==> config.mk <==
export PLATFORM = sky130hd
export DESIGN_NAME = object_message_parser
export DESIGN_NICKNAME = d
export VERILOG_FILES = /design/src/rtl/omp_pkg.sv /design/src/rtl/omp_csr.sv /design/src/rtl/omp_parser.sv /design/src/rtl/omp_out_buf.sv /design/src/rtl/object_message_parser.sv
export SDC_FILE = /design/constraint.sdc
export NUM_CORES = 1
export LEC_CHECK = 0
export ABC_AREA = 1
export BUFFER_PORTS_ARGS = -buffer_cell sky130_fd_sc_hd__buf_2
export CORE_MARGIN = 8
export CORE_UTILIZATION = 60
export CTS_BUF_LIST = sky130_fd_sc_hd__clkbuf_4
export CTS_CLUSTER_DIAMETER = 200
export DETAILED_ROUTE_END_ITERATION = 7
export HOLD_SLACK_MARGIN = 0.02
export PLACE_DENSITY = 0.91
export SLEW_MARGIN = 20
export SYNTH_ARGS = -nofsm -noshare
export SYNTH_HDL_FRONTEND = slang
export SYNTH_HIERARCHICAL = 1
export SYNTH_SLANG_ARGS = --single-unit
==> constraint.sdc <==
create_clock -name clock -period 6.08 [get_ports clock]
set_input_delay 0.304 -clock clock [delete_from_list [all_inputs] [get_ports clock]]
set_output_delay 0.304 -clock clock [all_outputs]
set_load 0.01 [all_outputs]
==> src/rtl/omp_pkg.sv <==
// Shared types and constants for the object message parser.
package omp_pkg;

   localparam logic [1:0] MAX_INDEXES      = 2'd3;

   localparam logic [1:0] CSR_VERSION      = 2'd0;
   localparam logic [1:0] CSR_DISTRICT     = 2'd1;
   localparam logic [1:0] CSR_INTERSECTION = 2'd2;

   localparam logic [2:0] POS_VERSION      = 3'd1;
   localparam logic [2:0] POS_DISTRICT     = 3'd5;
   localparam logic [2:0] POS_INTERSECTION = 3'd6;
   localparam logic [2:0] POS_COUNT        = 3'd7;

   localparam logic [7:0] COUNT_MASK       = 8'h70;

   localparam int RSP_DATA_BITS = 48;

   typedef struct packed {
      logic [7:0] version;
      logic [7:0] district;
      logic [7:0] intersection;
   } cfg_type;

   // last field in the lowest bits
   typedef struct packed {
      logic [7:0] object_value;
      logic [7:0] index_two;
      logic [7:0] index_one;
      logic [7:0] index_zero;
      logic [1:0] index_count;
      logic [7:0] object_type;
   } record_type;

   localparam int RECORD_BITS = $bits(record_type);

endpackage

==> src/rtl/omp_csr.sv <==
// Configuration registers: expected version, district and intersection.
module omp_csr (
   input  logic              clock,
   input  logic              reset,
   input  logic              csr_valid,
   output logic              csr_ready,
   input  logic [1:0]        csr_index,
   input  logic [7:0]        csr_data,
   output omp_pkg::cfg_type  cfg
);
   import omp_pkg::*;

   cfg_type cfg_ff;
   cfg_type cfg_in;

   always_comb begin
      cfg_in = cfg_ff;
      if (csr_valid) begin
         case (csr_index)
            CSR_VERSION:      cfg_in.version      = csr_data;
            CSR_DISTRICT:     cfg_in.district     = csr_data;
            CSR_INTERSECTION: cfg_in.intersection = csr_data;
            default:          cfg_in = cfg_ff;
         endcase
      end
   end

   always_ff @(posedge clock) begin
      if (reset) begin
         cfg_ff.version      <= 8'd1;
         cfg_ff.district     <= 8'd0;
         cfg_ff.intersection <= 8'd0;
      end else begin
         cfg_ff <= cfg_in;
      end
   end

   assign csr_ready = 1'b1;
   assign cfg       = cfg_ff;

endmodule

==> src/rtl/omp_parser.sv <==
// Byte-serial header check and object record assembly.
module omp_parser (
   input  logic                 clock,
   input  logic                 reset,
   input  logic                 take,
   input  logic [7:0]           data_byte,
   input  logic                 start_of_message,
   input  omp_pkg::cfg_type     cfg,
   output logic                 rec_valid,
   output omp_pkg::record_type  rec
);
   import omp_pkg::*;

   typedef enum logic [2:0] {
      PH_IDLE, PH_HEADER, PH_TYPE, PH_COUNT, PH_INDEX, PH_VALUE
   } phase_type;

   phase_type  phase_ff, phase_in;
   logic [2:0] header_pos_ff, header_pos_in;
   logic [3:0] objects_left_ff, objects_left_in;
   logic [1:0] indexes_left_ff, indexes_left_in;
   logic [7:0] held_type_ff, held_type_in;
   logic [1:0] held_count_ff, held_count_in;
   logic [7:0] held_idx_ff [3];
   logic [7:0] held_idx_in [3];
   logic [1:0] slot;
   logic [7:0] count_bits;
   logic       mismatch;

   always_comb begin
      phase_in        = phase_ff;
      header_pos_in   = header_pos_ff;
      objects_left_in = objects_left_ff;
      indexes_left_in = indexes_left_ff;
      held_type_in    = held_type_ff;
      held_count_in   = held_count_ff;
      held_idx_in     = held_idx_ff;
      rec_valid       = 1'b0;
      slot            = held_count_ff - indexes_left_ff;
      count_bits      = data_byte & COUNT_MASK;
      mismatch        = 1'b0;

      if (take) begin
         if (start_of_message) begin
            phase_in        = PH_HEADER;
            header_pos_in   = 3'd0;
            objects_left_in = 4'd0;
            indexes_left_in = 2'd0;
         end else begin
            case (phase_ff)
               PH_HEADER: begin
                  header_pos_in = header_pos_ff + 3'd1;
                  mismatch = (header_pos_in == POS_VERSION && data_byte != cfg.version)
                     || (header_pos_in == POS_DISTRICT && data_byte != cfg.district)
                     || (header_pos_in == POS_INTERSECTION
                         && data_byte != cfg.intersection);
                  if (mismatch) begin
                     phase_in = PH_IDLE;
                  end else if (header_pos_in == POS_COUNT) begin
                     objects_left_in = {1'b0, count_bits[6:4]} + 4'd1;
                     phase_in        = PH_TYPE;
                  end
               end
               PH_TYPE: begin
                  held_type_in   = data_byte;
                  held_idx_in[0] = 8'd0;
                  held_idx_in[1] = 8'd0;
                  held_idx_in[2] = 8'd0;
                  phase_in       = PH_COUNT;
               end
               PH_COUNT: begin
                  held_count_in = data_byte[7:6];
                  if (held_count_in > MAX_INDEXES) begin
                     phase_in = PH_IDLE;
                  end else if (held_count_in == 2'd0) begin
                     phase_in = PH_VALUE;
                  end else begin
                     indexes_left_in = held_count_in;
                     phase_in        = PH_INDEX;
                  end
               end
               PH_INDEX: begin
                  if (slot != 2'd3) begin
                     held_idx_in[slot] = data_byte;
                  end
                  indexes_left_in = indexes_left_ff - 2'd1;
                  if (indexes_left_in == 2'd0) begin
                     phase_in = PH_VALUE;
                  end
               end
               PH_VALUE: begin
                  rec_valid       = 1'b1;
                  objects_left_in = objects_left_ff - 4'd1;
                  phase_in        = (objects_left_in == 4'd0) ? PH_IDLE : PH_TYPE;
               end
               default: phase_in = phase_ff;
            endcase
         end
      end
   end

   always_ff @(posedge clock) begin
      if (reset) begin
         phase_ff        <= PH_IDLE;
         header_pos_ff   <= 3'd0;
         objects_left_ff <= 4'd0;
         indexes_left_ff <= 2'd0;
      end else begin
         phase_ff        <= phase_in;
         header_pos_ff   <= header_pos_in;
         objects_left_ff <= objects_left_in;
         indexes_left_ff <= indexes_left_in;
      end
      held_type_ff  <= held_type_in;
      held_count_ff <= held_count_in;
      held_idx_ff   <= held_idx_in;
   end

   assign rec.object_type  = held_type_ff;
   assign rec.index_count  = held_count_ff;
   assign rec.index_zero   = held_idx_ff[0];
   assign rec.index_one    = held_idx_ff[1];
   assign rec.index_two    = held_idx_ff[2];
   assign rec.object_value = data_byte;

endmodule

==> src/rtl/omp_out_buf.sv <==
// Two-entry result buffer between the parser and the result channel.
module omp_out_buf (
   input  logic                 clock,
   input  logic                 reset,
   input  logic                 wr_valid,
   input  omp_pkg::record_type  wr_rec,
   output logic                 full,
   output logic                 rd_valid,
   input  logic                 rd_ready,
   output omp_pkg::record_type  rd_rec
);
   import omp_pkg::*;

   record_type mem_ff [2];
   logic       wr_ptr_ff, wr_ptr_in;
   logic       rd_ptr_ff, rd_ptr_in;
   logic [1:0] count_ff, count_in;
   logic       push, pop;

   assign push = wr_valid && !full;
   assign pop  = rd_valid && rd_ready;

   always_comb begin
      wr_ptr_in = push ? !wr_ptr_ff : wr_ptr_ff;
      rd_ptr_in = pop ? !rd_ptr_ff : rd_ptr_ff;
      count_in  = count_ff;
      if (push && !pop) begin
         count_in = count_ff + 2'd1;
      end else if (pop && !push) begin
         count_in = count_ff - 2'd1;
      end
   end

   always_ff @(posedge clock) begin
      if (reset) begin
         wr_ptr_ff <= 1'b0;
         rd_ptr_ff <= 1'b0;
         count_ff  <= 2'd0;
      end else begin
         wr_ptr_ff <= wr_ptr_in;
         rd_ptr_ff <= rd_ptr_in;
         count_ff  <= count_in;
      end
      if (push) begin
         mem_ff[wr_ptr_ff] <= wr_rec;
      end
   end

   assign full     = count_ff[1];
   assign rd_valid = count_ff != 2'd0;
   assign rd_rec   = mem_ff[rd_ptr_ff];

endmodule

==> src/rtl/object_message_parser.sv <==
// Object message parser: byte stream in, object records out.
//
// Usage:
//   req_*  : one message byte a word; tuser high marks byte 0 of a message
//            and restarts parsing from any point.
//   rsp_*  : one object record for each object's value byte.
//   csr_*  : register writes (0 version, 1 district, 2 intersection), always
//            ready, to be done while no message is in flight.
// Timing: a byte enters an input register and is parsed from it; the record
// of a value byte is written into a two-word output buffer, which drives
// rsp_tvalid. One byte is taken every cycle while the output buffer is not
// full.
// Reset clears the parser to idle (bytes ignored until a start word), empties
// the output buffer and loads version 1, district 0, intersection 0.
// When the receiver stalls, the output buffer fills, the input register holds
// and req_tready drops; no record is lost.
module object_message_parser (
   input  logic        clock,
   input  logic        reset,
   input  logic        req_tvalid,
   output logic        req_tready,
   input  logic [7:0]  req_tdata,   // [7:0] data_byte
   input  logic        req_tuser,   // [0] start_of_message
   output logic        rsp_tvalid,
   input  logic        rsp_tready,
   // [7:0] object_type, [9:8] index_count, [17:10] index_zero,
   // [25:18] index_one, [33:26] index_two, [41:34] object_value, rest zero
   output logic [omp_pkg::RSP_DATA_BITS-1:0] rsp_tdata,
   input  logic        csr_valid,
   output logic        csr_ready,
   input  logic [1:0]  csr_index,
   input  logic [7:0]  csr_data
);
   import omp_pkg::*;

   cfg_type    cfg;
   record_type rec, rsp_rec;
   logic       rec_valid, buf_full, take;
   logic       in_valid_ff, in_valid_in;
   logic [7:0] in_byte_ff;
   logic       in_start_ff;

   assign take       = in_valid_ff && !buf_full;
   assign req_tready = !in_valid_ff || !buf_full;
   assign in_valid_in = (req_tvalid && req_tready) || (in_valid_ff && !take);

   always_ff @(posedge clock) begin
      if (reset) begin
         in_valid_ff <= 1'b0;
      end else begin
         in_valid_ff <= in_valid_in;
      end
      if (req_tvalid && req_tready) begin
         in_byte_ff  <= req_tdata;
         in_start_ff <= req_tuser;
      end
   end

   omp_csr u_csr (
      .clock     (clock),
      .reset     (reset),
      .csr_valid (csr_valid),
      .csr_ready (csr_ready),
      .csr_index (csr_index),
      .csr_data  (csr_data),
      .cfg       (cfg)
   );

   omp_parser u_parser (
      .clock            (clock),
      .reset            (reset),
      .take             (take),
      .data_byte        (in_byte_ff),
      .start_of_message (in_start_ff),
      .cfg              (cfg),
      .rec_valid        (rec_valid),
      .rec              (rec)
   );

   omp_out_buf u_out_buf (
      .clock    (clock),
      .reset    (reset),
      .wr_valid (rec_valid),
      .wr_rec   (rec),
      .full     (buf_full),
      .rd_valid (rsp_tvalid),
      .rd_ready (rsp_tready),
      .rd_rec   (rsp_rec)
   );

   assign rsp_tdata = {{(RSP_DATA_BITS-RECORD_BITS){1'b0}}, rsp_rec};

endmodule

Word-level counts from Yosys, hierarchy flattened
Memory sizes are Yosys's and may differ from the RTL's. A register that Yosys moved wholly into a read port is not among the register bits.
Index checks and enable logic that the tools add are counted.
{ "word_totals": {"memories": 1, "regBits": 84, "out_inout_bits": 51, "word_cells": 128, "ramBits": 84, "input_bits": 24} }
{ "mem_list": {"columns": ["memory", "depth", "width", "read_ports", "rd_clocked_by_memory_dff", "wr", "line_no", "rtl"], "rows": [
  ["u_out_buf.mem_ff", 2, 42, 1, 1, 1, "omp_out_buf.sv:14", "record_type mem_ff [2];"]
]} }
{ "op_classes": {"n_eq_ne": 22, "add_sub_neg": 7, "muxes": 32, "n_bitwise": 2, "order_cmp": 3, "reduce_logical": 43} }
{ "op_table": {"columns": ["op", "n"], "rows": [
  ["24-bit one-hot mux with 2 select lines", 1],
  ["24-bit bitwise mux", 1],
  ["24-bit two-way mux", 1],
  ["8-bit != test", 3],
  ["3-bit two-way mux", 7],
  ["8-bit demux with 2-bit select", 1],
  ["4-bit AND reduction", 4],
  ["3-bit equality test, second input constant", 5],
  ["3-bit one-hot mux with 5 select lines", 1],
  ["2-bit two-way mux", 6],
  ["4-bit two-way mux", 3],
  ["1-bit logical AND", 11],
  ["3-bit != test, second input constant", 3],
  ["1-bit two-way mux", 8],
  ["8-bit two-way mux", 1],
  ["4-bit one-hot mux with 2 select lines", 1],
  ["2-bit AND reduction", 4],
  ["2-bit nonzero test", 4],
  ["1-bit logical NOT", 7],
  ["3-bit by 1-bit equality test with 1-bit output, second input constant", 2],
  ["3-bit by 2-bit equality test with 1-bit output, second input constant", 2],
  ["2-bit logical NOT", 3],
  ["3-bit by 2-bit != test with 1-bit output, second input constant", 2],
  ["3-bit AND reduction", 2],
  ["21 further kinds", 26]
]} }

Logic depth before layout (Yosys ltp)
Gate-level depths: netlist of run 1.
{ "depth": {"word_depth": 9, "ltp_mapped": 15, "ltp_nobuf": 15} }

Cells and area by module
The synthesis of run 1 kept the hierarchy.
{ "modules_own_cells": {"columns": ["mod", "cells_per_inst", "area_per_inst_um2", "instances"], "rows": [
  ["omp_out_buf", 166, 3468.3, 1],
  ["omp_parser", 339, 2826.5, 1],
  ["omp_csr", 158, 1069.8, 1],
  ["object_message_parser", 23, 370.4, 1]
]} }

Least setup slack after synthesis of run 1
OpenSTA, ideal clock, no wires.
{ "synth_path": {"path_type": "register to register", "startpoint": "register in_valid_ff", "endpoint": "memory u_out_buf/mem_ff[1][0] in the netlist's numbering, enable pin", "required_time_ps": 5637, "period_less_slack_ps": 3144, "t_arrival_ps": 2702, "stages_incl_launch_ff": 9, "setup_ps": 443, "slack_ps": 2936, "path_buffers": 0, "path_cell_list": "dfxtp_1 inv_1 nor2_1 inv_1 nor2_1 inv_1 nor2_1 nand2_1 nor2_1"} }
{ "synth_via": {"elab_chain_len": 5} }
{ "synth_lines": {"columns": ["element", "line_no", "rtl"], "rows": [
  ["start: declaration", "object_message_parser.sv:39", "logic in_valid_ff, in_valid_in;"],
  ["start signal: assignment", "object_message_parser.sv:51", "in_valid_ff <= in_valid_in;"],
  ["1-bit logical AND", "object_message_parser.sv:43", "assign take = in_valid_ff && !buf_full;"],
  ["net take", "object_message_parser.sv:38", "logic rec_valid, buf_full, take;"],
  ["1-bit two-way mux", "omp_parser.sv:43", "if (take) begin"],
  ["net rec_valid", "object_message_parser.sv:38", null],
  ["1-bit logical AND", "omp_out_buf.sv:20", "assign push = wr_valid && !full;"],
  ["1-bit two-way mux", "omp_out_buf.sv:44", "if (push) begin"],
  ["1-bit two-way mux (implied by the code)", "omp_out_buf.sv:45", "mem_ff[wr_ptr_ff] <= wr_rec;"],
  ["end: declaration", "omp_out_buf.sv:14", null]
]} }
The timed path passes the listed nets, and every way through them passes these cells.

Worst setup path after layout of run 1
{ "layout_path": {"startpoint": "register in_valid_ff", "endpoint": "memory u_out_buf/mem_ff[1][15] in the netlist's numbering, enable pin"} }
Same word-level chain as after synthesis.

==> results of run 1 <==
-- path summary, 6_finish.rpt --
path | start | to | depth (start not counted)
max | in_valid_ff | u_out_buf/mem_ff[1][15] | 9
min | csr_index[0] | u_csr/cfg[16] | 4
max reg2reg | in_valid_ff | u_out_buf/mem_ff[1][15] | 9
min reg2reg | u_parser/held_type_ff[4] | u_out_buf/mem_ff[1][4] | 0
-- state kept, by name, summed over array words and instances (netlist names), 3 cells and up, named ones only --
register                  flops
u_parser/phase_ff             3
u_parser/rec                 24
in_byte_ff                    8
u_csr/cfg                    24
u_out_buf/mem_ff             84
u_parser/objects_left_ff      4
u_parser/header_pos_ff        3
u_parser/held_type_ff         8
-- cell usage after synthesis (all sizes together) --
master / count / share of area (%)
nand3: 29 / 2.3
clkbuf: 5 / 0.24
xor2: 2 / 0.23
a21oi: 47 / 3.1
or2: 1 / 0.081
nor2: 82 / 4.4
o21ai: 24 / 1.6
nand2: 125 / 6.3
o31ai: 1 / 0.097
ha: 10 / 1.6
inv: 74 / 3.6
nor3: 5 / 0.32
mux2: 42 / 8.1
nand4: 4 / 0.52
xnor2: 21 / 2.4
o2111ai: 1 / 0.11
a21boi: 1 / 0.24
edfxtp: 127 / 49
clkinv: 1 / 0.048
dfxtp: 42 / 11
a211oi: 1 / 0.097
conb: 2 / 0.097
a311oi: 1 / 0.19
o211ai: 3 / 0.29
buf: 35 / 3.9
-- per-layer routing --
layer  part of all wire [%]  routed length [um]  vias up
met4                    2.3                 333        0
met5                      0                   0        -
met1                     40                5832     2313
li1                       -                   -     2424
met2                     52                7613      151
met3                    5.9                 868       25
-- critical path, delay by kind of cell (launching register included) --
family                 cells  cell delay, ps
flip-flops                 1             390
AND/OR/NAND/NOR            5             920
buffers and inverters      4             690
-- logic make-up (layout without fill, tap and decap cells) --
kind of cell	count (synthesis)	after routing	synth area share, %
mux	42	42	8.056
flops	169	169	60.17
xor+xnor	23	23	2.604
buf+inv	115	197	7.829
other cells	2	8	0.09709
compound gates	79	79	5.678
simple gates	246	246	13.94
fa+ha+maj	10	10	1.618
-- power by group through the flow --
stage	clock (uW)	combinational (uW)	sequential, uW
5_1_grt	642	263	1290
3_5_place_dp	0	224	1310
2_1_floorplan	0	196	1300
6_report	583	236	1290
4_1_cts	596	235	1290
3_3_place_gp	0	218	1310
-- area by class of cell --
class                           count  area, um^2  share of cell area, %
Multi-Input combinational cell    407        2509                  29.62
Tap cell                          172       215.2                  2.541
Clock inverter                     15       121.4                  1.433
Clock buffer                       17       127.6                  1.507
Timing Repair Buffer               90       558.0                  6.588
Antenna cell                        1       2.502                0.02954
Inverter                           75       281.5                  3.323
Sequential cell                   169        4656                  54.96
-- per-stage QoR --
step / worst slack (ps) / utilization [%] / power [uW] / hold slack (ps) / instance area (um^2)
2_1_floorplan: 2936 / - / 1495 / 366.4 / 7754
3_3_place_gp: 3859 / 63.54 / 1529 / 424.6 / 8019
4_1_cts: 3641 / 67.10 / 2118 / 140.7 / 8468
5_1_grt: 3480 / 67.12 / 2195 / 168.1 / 8471
6_report: 3734 / 67.12 / 2106 / 181.7 / 8471
3_5_place_dp: 3736 / 63.54 / 1537 / 431.0 / 8019
==> results.json, run 1 <==
{
  "outcome": "complete, no violations",
  "root_buffer": "clkbuf_4",
  "slew_headroom_pct": 38.23,
  "worstPathRequired_ps": 6310,
  "drt-total-wl_mm": 14.65,
  "cts_setup_buffers": 0,
  "powerDensity_nw_per_um2": 248.6,
  "cpMaxStageDelayCell": "nor2_4",
  "route.detailed.drc": 0,
  "io_buffers": 67,
  "core_um2": 12620,
  "crit_type": "reg2reg",
  "place_hpwl_mm": 9.942,
  "die_h_um": 129.5,
  "vias": 4913,
  "cp-end-kind": "register",
  "internal_power_uw": 1562,
  "grt_max_degree": 43,
  "slowest_delay_ps": 440,
  "stdcell_count": 946,
  "synth_seq_area_share_pct": 60.17,
  "power_frac_comb_pct": 11.2,
  "busiest_layer": "met2",
  "antenna_found_initial": 1,
  "cts_buffers": 17,
  "ios": 75,
  "clkSinkCount": 169,
  "die_w_um": 129.5,
  "route.detailed.wl_per_inst_um": 15.48,
  "setup_viol": 0,
  "p_sw_share_pct": 25.84,
  "layout_commonest_cell": "edfxtp_1",
  "crit_chain": "inv_1 > nor2_1 > inv_1 > nor2_1 > inv_1 > nor2_1 > nand2_1 > nor2_4 > buf_4",
  "cts.clk_slew.worst_paths_ps": 130,
  "yosysWarnings": 6,
  "fin_setup_tns_ps": 0,
  "place_congestion": 0.8796,
  "netlist_area_um2": 7735,
  "worst_pin_slew_ps": 926.6,
  "first_global_vias": 4899,
  "crit_fanout": 26,
  "period_share_pct": 38.59,
  "drt_iter0_markers": 355,
  "fin_skew_ps": 19.79,
  "cts-resized-gates": 0,
  "gr-usage-met1_pct": 21.53,
  "critPathLaunchType": "register",
  "grt_pass1_wl_mm": 23.94,
  "area_growth_pct": 9.511,
  "ir_drop_v": 0.0001427,
  "placementRows": 41,
  "max-cap-violations": 0,
  "drive_gt1_share_pct": 21.47,
  "fin_nets": 794,
  "leakage_uw": 0.003367,
  "layout_min_cycle_time_ps": 2346,
  "cts_max_level": 4,
  "synth-seq-cells": 169,
  "rrSetupSlack_ps": 3730,
  "grt.total_usage_pct": 18.61,
  "syn_avg_cell_area_um2": 11.28,
  "fill_cells": 912,
  "power_switching_uw": 544.0,
  "ys_types": 38,
  "overflow": 0,
  "cp.arrival_ps": 2570,
  "seq_power_share_pct": 61.1,
  "postRouteAntennaNets": 0,
  "dpl.cell_count": 893,
  "vias_per_cell": 5.193,
  "pwr-share-clk_pct": 27.7,
  "maxSlewViolCount": 0,
  "drtPass1Iterations": 5,
  "final_cell_mix": "edfxtp_1 (127), nand2_1 (119), nor2_1 (74)",
  "die_area_um2": 16780,
  "synthCells": 686,
  "initial_core_util_pct": 61.29,
  "cts_buffer_depth": 2,
  "rsz0062_at_grt": "no",
  "hold_class": "in2reg",
  "fmax_ghz": 0.4263,
  "cts_tree": "built",
  "final_hold_viol_count": 0,
  "met2_usage_pct": 32.81,
  "clkLatencyLatePin_ps": 560,
  "postCtsHoldBufs": 20,
  "grtUsageMet3_pct": 4.437
}
Note: power is estimated with default switching activity, not from simulation.
==> run 2: changes to the inputs <==
==> constraint.sdc (replaced) <==
create_clock -name clock -period 2.2 [get_ports clock]
set_input_delay 0.11 -clock clock [delete_from_list [all_inputs] [get_ports clock]]
set_output_delay 0.11 -clock clock [all_outputs]
set_load 0.01 [all_outputs]
==> run 2 against run 1 <==
Final cell count grew 1.5%. Sequential cell count is the same. Hold slack gained 100 ps. Non-clock buffer count grew 15. Register-to-register slack lost 3600 ps. Highest routed layer unchanged. Sequential share of layout area shrank 0.95 points. Largest cell class unchanged. Design area grew 1.8%. Maximum frequency grew 14%.
==> results.json, run 2 (synthesis gave the netlist of run 1 again) <==
{
  "outcome": "complete, no violations",
  "stdcell_count": 960,
  "hold_class": "in2reg",
  "cts_buffers": 17,
  "layout_min_cycle_time_ps": 2065,
  "largest_reg_flops": 84,
  "cts_max_level": 4,
  "fill_cells": 886,
  "vias": 5188,
  "period_share_pct": 93.86,
  "powerDensity_nw_per_um2": 669.7,
  "fin_skew_ps": 21.81,
  "die_area_um2": 16780,
  "crit_chain": "inv_1 > nor2_1 > inv_1 > nor2_1 > inv_1 > nor2_1 > nand2_2 > inv_1 > ha_1 > inv_1 > nand3_1 > nand2_1 > inv_1 > nor2_1",
  "cp-end-kind": "register",
  "cp.arrival_ps": 2530,
  "crit_fanout": 5,
  "crit_buf_inv": 6,
  "io_buffers": 67,
  "final_util_pct": 68.34,
  "dpl.cell_count": 902,
  "drtPass1Iterations": 5,
  "vias_per_cell": 5.404,
  "place_congestion": 0.9516,
  "worstPathRequired_ps": 2670,
  "fmax_ghz": 0.4843,
  "initial_core_util_pct": 61.29,
  "overflow": 0,
  "drt-total-wl_mm": 15.81,
  "critPathLaunchType": "register",
  "cpMaxStageDelayCell": "dfxtp_2",
  "fin_nets": 809,
  "setup_viol": 0,
  "grt.total_usage_pct": 19.39,
  "grt_pass1_wl_mm": 25.10,
  "layout_commonest_cell": "edfxtp_1",
  "ios": 75,
  "ir_drop_v": 0.0003002,
  "die_w_um": 129.5,
  "first_global_vias": 5176,
  "slew_headroom_pct": 52.73,
  "slowest_delay_ps": 370,
  "route.detailed.wl_per_inst_um": 16.47,
  "placementRows": 41,
  "root_buffer": "clkbuf_4",
  "final_cell_mix": "edfxtp_1 (127), nand2_1 (118), nor2_1 (74)",
  "cpMostUsedCell": "inv_1",
  "num_antenna_cells": 0,
  "final_hold_viol_count": 0,
  "postRouteAntennaNets": 0,
  "die_h_um": 129.5,
  "max-cap-violations": 0,
  "leakage_uw": 0.003437,
  "cts_buffer_depth": 2,
  "place_hpwl_mm": 10.74,
  "cp_top_family": "simple AND/OR/NAND/NOR gates",
  "core_um2": 12620,
  "cts.clk_slew.worst_paths_ps": 130,
  "largest-register": "u_out_buf/mem_ff",
  "drive_gt1_share_pct": 22.97,
  "multi_input_area_um2": 2511,
  "drt_iter0_markers": 424,
  "antenna_found_initial": 0,
  "area_growth_pct": 11.50,
  "clkSinkCount": 169,
  "grt_max_degree": 39,
  "cts_tree": "built",
  "seq_area_um2": 4658,
  "crit_type": "reg2reg",
  "rsz0062_at_grt": "no",
  "clkLatencyLatePin_ps": 540,
  "route.detailed.drc": 0,
  "maxSlewViolCount": 0,
  "worst_pin_slew_ps": 708.2,
  "cts_setup_buffers": 0
}
==> run 2: changes by cell type in the layout (fill, tap and decap cells not counted), moves of 2 or more <==
cell	before	now
buf_4	3	9
dlygate4sd3_1	20	26
inv_6	5	0
buf_12	0	3
clkinv_1	6	3
clkinvlp_4	2	5
dfxtp_1	41	39
dfxtp_2	1	3
inv_8	0	2
==> run 2: power by group <==
part | switching [uW] | leakage (uW) | total (uW) | internal [uW]
registers | 91.0 | 0.00150 | 3570 | 3480
clock network | 1070 | 0.000115 | 1530 | 459
logic | 382 | 0.00182 | 683 | 301
==> run 2: worst paths after layout <==
path                             from                      to  slack (ps)  cells after the start
max reg2reg               in_valid_ff   u_out_buf/count_ff[1]         130                     14
min                      req_tdata[0]           in_byte_ff[0]         280                      2
max                       in_valid_ff   u_out_buf/count_ff[1]         130                     14
min reg2reg  u_parser/held_type_ff[6]  u_out_buf/mem_ff[1][6]         460                      0
==> run 2: worst register-to-register path, stage by stage (launching register included) <==
cell and delay (ps):
dfxtp_2 370, inv_1 40, nor2_1 120, inv_1 100
nor2_1 110, inv_1 110, nor2_1 150, nand2_2 120
inv_1 100, ha_1 270, inv_1 120, nand3_1 110
nand2_1 100, inv_1 50, nor2_1 130
==> run 2: area by class of cell <==
class / count / share of cell area (%)
clock inverters: 14 / 1.161
flip-flops and latches: 169 / 54.01
clock buffers: 18 / 1.567
well taps: 172 / 2.495
inverters: 75 / 3.264
repair buffers: 105 / 8.385
multi-input cells: 407 / 29.12
==> run 2: per-layer routing <==
metal | vias up | wire, um | global-route usage (%)
li1 | 2444 | - | -
met1 | 2449 | 5980 | 21.40
met2 | 239 | 8179 | 34.68
met3 | 56 | 1138 | 4.314
met4 | 0 | 514 | 9.426
met5 | - | 0 | 0
==> run 2: timing repair <==
item                                    4_1_cts  5_1_grt
hold endpoints to repair                     42        0
endpoints found under the setup margin        0        1
hold buffers                                 26        0
resized for setup                             0        3
==> run 2: through the flow <==
step | power, uW | hold slack [ps] | TNS [ps] | worst slack (ps) | instance area [um^2]
2_1_floorplan | 4131 | 172.4 | -20380 | -251.1 | 7759
3_3_place_gp | 4245 | 287.0 | 0 | 315.2 | 8124
3_5_place_dp | 4275 | 288.8 | 0 | 213.6 | 8124
4_1_cts | 5793 | 228.3 | 0 | 122.7 | 8620
5_1_grt | 6006 | 232.0 | 0 | 34.45 | 8625
6_report | 5775 | 282.7 | 0 | 135.0 | 8625
==> run 3: changes to the inputs <==
--- a/config.mk
+++ b/config.mk
@@ -7,6 +7,7 @@
 export LEC_CHECK = 0
 export ABC_AREA = 1
 export BUFFER_PORTS_ARGS = -buffer_cell sky130_fd_sc_hd__buf_2
+export CORE_ASPECT_RATIO = 0.75
 export CORE_MARGIN = 8
 export CORE_UTILIZATION = 60
 export CTS_BUF_LIST = sky130_fd_sc_hd__clkbuf_4
==> run 3 against run 2 <==
Final cell count increased by 0.63%. Routed wire length decreased by 0.70%. Global-route usage about the same. Largest power group unchanged. Setup slack got worse by 72 ps. Largest cell class unchanged. Critical endpoint is now u_csr/cfg[4]. Highest routed layer unchanged. Clock skew about the same. Clock-buffer cell count decreased by 1.
==> results.json, run 3 (synthesis gave the netlist of run 1 again) <==
{
  "area_growth_pct": 13.12,
  "largest_reg_flops": 84,
  "placementRows": 36,
  "drtPass1Iterations": 5,
  "layout_min_cycle_time_ps": 2137,
  "die_w_um": 147.1,
  "outcome": "complete, no violations",
  "hold_path.startpoint": "req_tdata[1]",
  "cts_tree": "built",
  "postRouteAntennaNets": 0,
  "io_buffers": 67,
  "fill_cells": 914,
  "vias": 5113,
  "post-place-ws_ps": 230.3,
  "worstPathRequired_ps": 2650,
  "die_h_um": 114.3,
  "rsz0062_at_grt": "no",
  "drt_iter0_markers": 438,
  "leakage_uw": 0.003512,
  "route.detailed.drc": 0,
  "slew_headroom_pct": 49.87,
  "antenna_found_initial": 0,
  "fin_nets": 816,
  "drt-total-wl_mm": 15.70,
  "cts_buffers": 17,
  "fin_skew_ps": 21.38,
  "cp-end-kind": "register",
  "fmax_ghz": 0.4680,
  "critPathLaunchType": "primary input",
  "r2r_end": "u_parser/rec[15]",
  "rrSetupSlack_ps": 140,
  "cts_buffer_depth": 2,
  "hold_class": "in2reg",
  "overflow": 0,
  "vias_per_cell": 5.293,
  "grt_max_degree": 44,
  "worstReg2RegStart": "u_parser/held_count_ff[0]",
  "die_area_um2": 16820,
  "clkLatencyLatePin_ps": 560,
  "initial_core_util_pct": 60.47,
  "ios": 75,
  "setup_viol": 0,
  "crit_type": "in2reg",
  "route.detailed.wl_per_inst_um": 16.25,
  "layout_setup_ws_ps": 63.12,
  "worst_pin_slew_ps": 751.2,
  "seq_area_um2": 4657,
  "cts.clk_slew.worst_paths_ps": 150,
  "fin_area_um2": 8750,
  "ff2ff_path_depth": 9,
  "final_util_pct": 68.40,
  "cp.arrival_ps": 2590,
  "powerDensity_nw_per_um2": 683.1,
  "place_congestion": 0.9048,
  "final_cell_mix": "edfxtp_1 (127), nand2_1 (118), nor2_1 (74)",
  "holdPathEnd": "in_byte_ff[1]",
  "placed_cell_area_um2": 8135,
  "maxSlewViolCount": 0,
  "core_um2": 12790,
  "cts_max_level": 4,
  "holdPathStages": 2,
  "grt_pass1_wl_mm": 25.76,
  "period_share_pct": 97.13,
  "finalPower_uw": 5977,
  "multi_input_area_um2": 2511,
  "max-cap-violations": 0,
  "clkSinkCount": 169,
  "first_global_vias": 5220,
  "place_hpwl_mm": 10.49,
  "layout_commonest_cell": "edfxtp_1",
  "largest-register": "u_out_buf/mem_ff",
  "drive_gt1_share_pct": 22.77,
  "crit_fanout": 18,
  "grt.total_usage_pct": 19.35,
  "ir_drop_v": 0.0005577,
  "final_hold_viol_count": 0,
  "num_antenna_cells": 0,
  "root_buffer": "clkbuf_4"
}
[run 3: critical path, cell delays in order]
cell,delay [ps]
dlygate4sd3_1,520
buf_2,340
nand3_4,230
nor2_1,160
dlygate4sd3_1,590
nor2_1,60
dlygate4sd3_1,570
[run 3: what timing repair did]
action                     CTS  global route
hold endpoints to repair    42             0
setup endpoints to repair    0             1
hold buffers                33             0
setup buffers                0             0
gates resized for setup      0             2
[run 3: final cells by class]
| class | instances | share of cell area (%) |
|---|---|---|
| clock inverter | 15 | 1.745 |
| sequential | 169 | 53.22 |
| tap | 171 | 2.445 |
| multi-input combinational | 407 | 28.70 |
| inverter | 75 | 3.218 |
| timing repair buffer | 112 | 9.209 |
| clock buffer | 17 | 1.459 |
[run 3: stage by stage]
step                      hold WS, ps  std cells  TNS [ps]
after floorplan                 172.4        691    -20380
after global placement          288.8        901         0
after detailed placement        288.1        901         0
after CTS                       205.1        966         0
after global routing            200.6        966         0
final                           252.9        966         0
[run 3: per-layer routing]
layer  vias up  part of all wire [%]  track usage, %  wire (um)
met5         -                     0               0          0
met4         0                   2.1           8.062        334
met3        32                   8.0           4.976       1253
met1      2395                    40           22.77       6270
met2       226                    50           33.29       7843
li1       2460                     -               -          -
[run 3: how the worst max path moves through the flow]
| stage | cells after the start | startpoint | endpoint | slack, ps |
|---|---|---|---|---|
| final | 7 | csr_valid | u_csr/cfg[4] | 60 |
| after global placement | 9 | u_parser/held_count_ff[0] | u_parser/rec[19] | 350 |
| after detailed placement | 9 | u_parser/held_count_ff[0] | u_parser/rec[17] | 230 |
| after CTS | 9 | u_parser/held_count_ff[0] | u_parser/rec[15] | 200 |
| after global routing | 14 | in_valid_ff | u_out_buf/count_ff[1] | 10 |
| after floorplan | 8 | in_valid_ff | u_out_buf/mem_ff[1][0] | -250 |
[run 3: power by group]
part	leakage (uW)	internal, uW	switching [uW]
Sequential	0.00150	3480	79.3
Combinational	0.00187	309	392
Clock	0.000143	514	1210
